--- src/hdl/lzss_pkg.sv ---
package lzss_pkg;

  localparam int WIN_AW    = 12;
  localparam int WIN_SIZE  = 1 << WIN_AW;
  localparam int MAX_MATCH = 18;
  localparam int FILL_W    = WIN_AW + 1;
  localparam int LEN_W     = 5;

  localparam logic [WIN_AW-1:0] WP_RESET  = WIN_AW'(WIN_SIZE - MAX_MATCH);
  localparam logic [LEN_W-1:0]  MIN_MATCH = LEN_W'(3);
  localparam logic [7:0]        SPACE_CHR = 8'h20;
  localparam logic [7:0]        FLAG_FILL = 8'hFF;

  // what an accepted input byte turns into
  localparam logic [1:0] KIND_NONE = 2'd0;
  localparam logic [1:0] KIND_LIT  = 2'd1;
  localparam logic [1:0] KIND_REF  = 2'd2;

  typedef struct packed {
    logic [7:0] in_byte;
    logic       in_last;
  } in_item_t;

  typedef struct packed {
    logic [7:0] out_byte;
    logic       run_last;
    logic       limit_reached;
  } out_item_t;

  typedef struct packed {
    logic accept;
    logic rd_issue;
    logic emit;
    logic emit_lit;
    logic clear;
  } ctl_cmd_t;

  typedef struct packed {
    logic [1:0] kind;
    logic       in_last;
    logic       held_last;
    logic       out_free;
    logic       run_end;
  } dp_sts_t;

endpackage

--- src/hdl/lzss_ctrl.sv ---
module lzss_ctrl (
  input  logic               clk,
  input  logic               rst_n,
  input  logic               in_valid,
  output logic               in_ready,
  input  lzss_pkg::dp_sts_t  sts,
  output lzss_pkg::ctl_cmd_t cmd
);

  localparam logic [1:0] ST_IDLE = 2'd0;
  localparam logic [1:0] ST_RD   = 2'd1;
  localparam logic [1:0] ST_EMIT = 2'd2;
  localparam logic [1:0] ST_LIT  = 2'd3;

  logic [1:0] state_r;
  logic [1:0] state_nxt;

  assign in_ready = (state_r == ST_IDLE);

  always_comb begin
    state_nxt = state_r;
    cmd       = '0;
    unique case (state_r)
      ST_IDLE: begin
        if (in_valid) begin
          cmd.accept = 1'b1;
          if (sts.kind == lzss_pkg::KIND_LIT) begin
            state_nxt = ST_LIT;
          end else if (sts.kind == lzss_pkg::KIND_REF) begin
            state_nxt = ST_RD;
          end else begin
            cmd.clear = sts.in_last;
          end
        end
      end
      ST_RD: begin
        cmd.rd_issue = 1'b1;
        state_nxt    = ST_EMIT;
      end
      ST_EMIT: begin
        if (sts.out_free) begin
          cmd.emit = 1'b1;
          if (sts.run_end) begin
            cmd.clear = sts.held_last;
            state_nxt = ST_IDLE;
          end else begin
            // next window read overlaps this write
            cmd.rd_issue = 1'b1;
          end
        end
      end
      ST_LIT: begin
        if (sts.out_free) begin
          cmd.emit     = 1'b1;
          cmd.emit_lit = 1'b1;
          cmd.clear    = sts.held_last;
          state_nxt    = ST_IDLE;
        end
      end
      default: state_nxt = ST_IDLE;
    endcase
  end

  always_ff @(posedge clk) begin
    if (!rst_n) begin
      state_r <= ST_IDLE;
    end else begin
      state_r <= state_nxt;
    end
  end

endmodule

--- config.mk ---
export PLATFORM = sky130hd
export DESIGN_NAME = lzss_ctrl
export DESIGN_NICKNAME = d
export VERILOG_FILES = /design/src/hdl/lzss_pkg.sv /design/src/hdl/lzss_ctrl.sv
export SDC_FILE = /design/constraint.sdc
export NUM_CORES = 1
export LEC_CHECK = 0
export ABC_AREA = 1
export BUFFER_PORTS_ARGS = -buffer_cell sky130_fd_sc_hd__buf_4
export CAP_MARGIN = 40
export CORE_AREA = 2 2 39 41
export CTS_CLUSTER_DIAMETER = 150
export DETAILED_ROUTE_END_ITERATION = 10
export DIE_AREA = 0 0 41 43
export PLACE_DENSITY = 0.48
export SYNTH_ARGS = -nofsm -noshare
export SYNTH_HDL_FRONTEND = slang
export SYNTH_SLANG_ARGS = --single-unit
--- constraint.sdc ---
create_clock -name clk -period 2.7 [get_ports clk]
set_clock_uncertainty 0.1 [all_clocks]
set_input_delay 0.27 -clock clk [delete_from_list [all_inputs] [get_ports clk]]
set_output_delay 0.27 -clock clk [all_outputs]
set_load 0.01 [all_outputs]
* After elaboration in Yosys (flattened, before gate mapping)
Cells that the tools add are included.
** Storage, ports and cells
- Register bits :: 2
- Bits of input ports :: 9
- Output and inout bits :: 6
** Operators by class
- Equal/unequal tests :: 10
- Mux-type cells :: 21
- Reductions and logical operators :: 2
** Operators by type and width (number)
- $mux 2 :: 7
- $mux 1 :: 9
- $ne 2x2->1 const B :: 4
- $pmux 2 s4 :: 1
- $eq 2x2->1 const B :: 3
- $reduce_and 5->1 :: 1
- $eq 2x1->1 const B :: 2
- $pmux 1 s2 :: 2
- $mux 3 :: 1
- $ne 3x1->1 const B :: 1
- $pmux 1 s3 :: 1
- $logic_not 2->1 :: 1

* Depth between registers and ports, before layout
- Depth in word-level cells :: 5
- Depth in mapped cells :: 9

* Least setup slack after synthesis
OpenSTA, ideal clock, no wires.
- Path type :: register -> output
- From :: reg state_r[0]
- To :: out cmd[0] (netlist bit)
- Data arrival time :: 1128 ps
- Setup slack :: 1202 ps
- Stages on the path, launching flop included :: 7
- Buffers on the path :: 0
- Path through :: dfxtp_1 > inv_1 > ha_1 > nand2_1 > inv_2 > nand4_1 > a21oi_1
** RTL lines
- start: declaration :: line lzss_ctrl.sv:15 : logic [1:0] state_r;
- start signal: assignment :: line lzss_ctrl.sv:68 : state_r <= state_nxt;
- end: declaration :: line lzss_ctrl.sv:7 : output lzss_pkg::ctl_cmd_t cmd

==> results.md <==
* Status: complete, no violations
* Met1 Use GR at 0.08280
* Largest register FFs at 2
* Distinct cell type count after synthesis at 14
* First-pass GRT wire length at 924 um
* Max-cap violations at 0
* TritonCTS Buffers at 3
* Leakage power at around 0.25 nW
* Hold Crit Class: in -> reg
* Largest net degree at the start of global routing at 6
* CP Launch Type: register
* Post-layout instance area at around 420 um^2
* Total global routing overflow at 0
* Top flop regs: state_r x2
* Starting Density at 0.1971
* Max Slew Vio Count at 0
* DP HPWL at around 500 um
* Row count at 14
* Iteration-0 DRC Markers at 3
* Final hold viol count at 0
* Worst vdd ir at roughly 270 uV
* Syn Nets at 60
* Port-buffer cells at 14
* Clock Latency Late Sink at between 0.2 and 0.25 ns
* WP data arrival at 1.37 ns
* Post-route DRC violation count at 0
* Die ar. at ~1800 um^2
* Crit. End Element: primary output
* Clk slew on worst S/H paths at 0.03 ns
* Vias at 299
* Pre-CTS WS at between 1 and 1.5 ns
* CTS Sinks at 2
* Dpl cell area at between 300 and 400 um^2
* CTS Buffer Depth at 2
* Number of setup violations in the final report at 0
* CTS tree: yes
* Filler cell count at 160
* Final Util at 0.3038
* Met3 Use GR at 0.02094
* Commonest non-fill, non-tap cell in the layout: buf_4
* Layout cells sized above 1 at 0.3492
* Postcts setup bufs at 0
* Power per cell area at slightly below 900 nW/um^2
* Syn Inst Count at 46
* Slew HR at 0.8774
* Post-route setup TNS at 0 ns
* Ant diodes at 0
* CTS HTree Levels at 1
* FF/Latch Area at between 40 and 50 um^2
* Cts repair resizes at 0
* Worst slew pin tran at between 0.15 and 0.2 ns
* Post-DR vias/cell at between 3 and 4
* Mapped Area at 272.8 um^2
* Area taken by multi-input logic gates at approximately 190 um^2
* Initial antenna violation count at 0
* Final ANT Viol Nets at 0
* Layout area overhead at 54.13%
* Syn_area_per_cell at slightly below 6 um^2
* Most frequent cells in the layout: buf_4, nand2_1, inv_1
* CP max FO at 4
* Required time worst endpoint at 2.33 ns
* DRT Pass-1 Iters at 2
* FF+latch count, synth at 2
* Post-DR wirelength/cell at ~7.4 um
* Die width at between 40 and 50 um
* Busiest grt layer: met2
* Post-synthesis sequential area ratio at 0.1468
* Setup WS post-layout at about 0.96 ns
* Number of global-route vias before repair at 273
* RR Startpoint: state_r[0]
* Worst hold margin at 0.1948 ns
* RSZ-0062 raised after global routing: no
* CTS Hold Buffers Added at 0
* Largest register by flop count: state_r
* Post-layout min period at 1.736 ns
* Worst Hold Launch: rst_n
* Gpl congestion at about 0.68
* CTS root buffer: clkbuf_4
* Die height at between 40 and 50 um
* GRT Util Overall at 0.07608
* I/O pin count at 15
* Final wirelength at ~590 um
* Core ar. at around 1400 um^2
* CP startpoint: state_r[0]
* Final period util at 0.6429
* WS Path Type: reg -> out
* M2 GR Usage at 0.1156
* Nets at 79
* Max Clock Freq at just under 600 MHz
* Synthesis Warnings at 0
==> logic make-up (layout without fill, tap and decap cells) <==
group,Yosys count,count (layout),synth area share
DFF,2,2,0.1468
and+or+nand+nor,21,21,0.3349
buffers and inverters,12,29,0.1697
adders and majority gates,5,5,0.2294
AOI/OAI and AO/OA,6,6,0.1193
==> worst max-delay path: stages, from the launching register on <==
cell     delay (ns)
dfxtp_1        0.33
inv_1          0.11
ha_1           0.21
nand2_1        0.08
inv_2          0.06
nand4_1        0.08
a21oi_1        0.15
buf_4          0.13
==> cells in the mapped netlist <==
master / number / area (um^2)
inv_1: 8 / 30.03
inv_2: 3 / 11.26
ha_1: 5 / 62.56
nand2_2: 1 / 6.260
dfxtp_1: 2 / 40.04
nand3b_1: 1 / 7.510
nand3_1: 3 / 15.01
o21a_1: 1 / 7.510
nand4_1: 1 / 6.260
o21ai_1: 1 / 5.000
nor2_1: 3 / 11.26
nand2_1: 12 / 45.04
clkinvlp_2: 1 / 5.000
a21oi_1: 4 / 20.02
==> area by class of cell <==
type	count	area share
Sequential cell	2	0.09524
Clock buffer	3	0.05357
Inverter	12	0.1101
Timing Repair Buffer	14	0.2500
Tap cell	16	0.04762
Multi-Input combinational cell	32	0.4435
==> per-stage QoR <==
step                total power (W)  std cells
finish                    0.0003657         79
global route              0.0004039         79
CTS                       0.0003767         79
detailed placement        0.0003064         76
global placement          0.0003098         76
floorplan                 0.0002230         46
==> power by group <==
group | switching (W) | total, W | internal, W
sequential | 0.0000171 | 0.0000610 | 0.0000439
combinational | 0.000128 | 0.000240 | 0.000112
clock | 0.0000160 | 0.0000649 | 0.0000489
total | 0.000161 | 0.000366 | 0.000205
==> path summary, 6_finish.rpt <==
kind                              endpoint  depth (start not counted)  slack (ns)
worst min-delay path            state_r[0]                          3        0.19
worst min register to register  state_r[0]                          2        0.44
worst max-delay path                cmd[0]                          7        0.96
worst max register to register  state_r[1]                          9        1.38
==> routing by layer <==
metal / vias to the layer above / share of wire
met5: - / 0
met4: 0 / 0
met3: 0 / 0.071
met2: 8 / 0.48
met1: 116 / 0.44
li1: 175 / -
(Power assumes the default switching activity.)
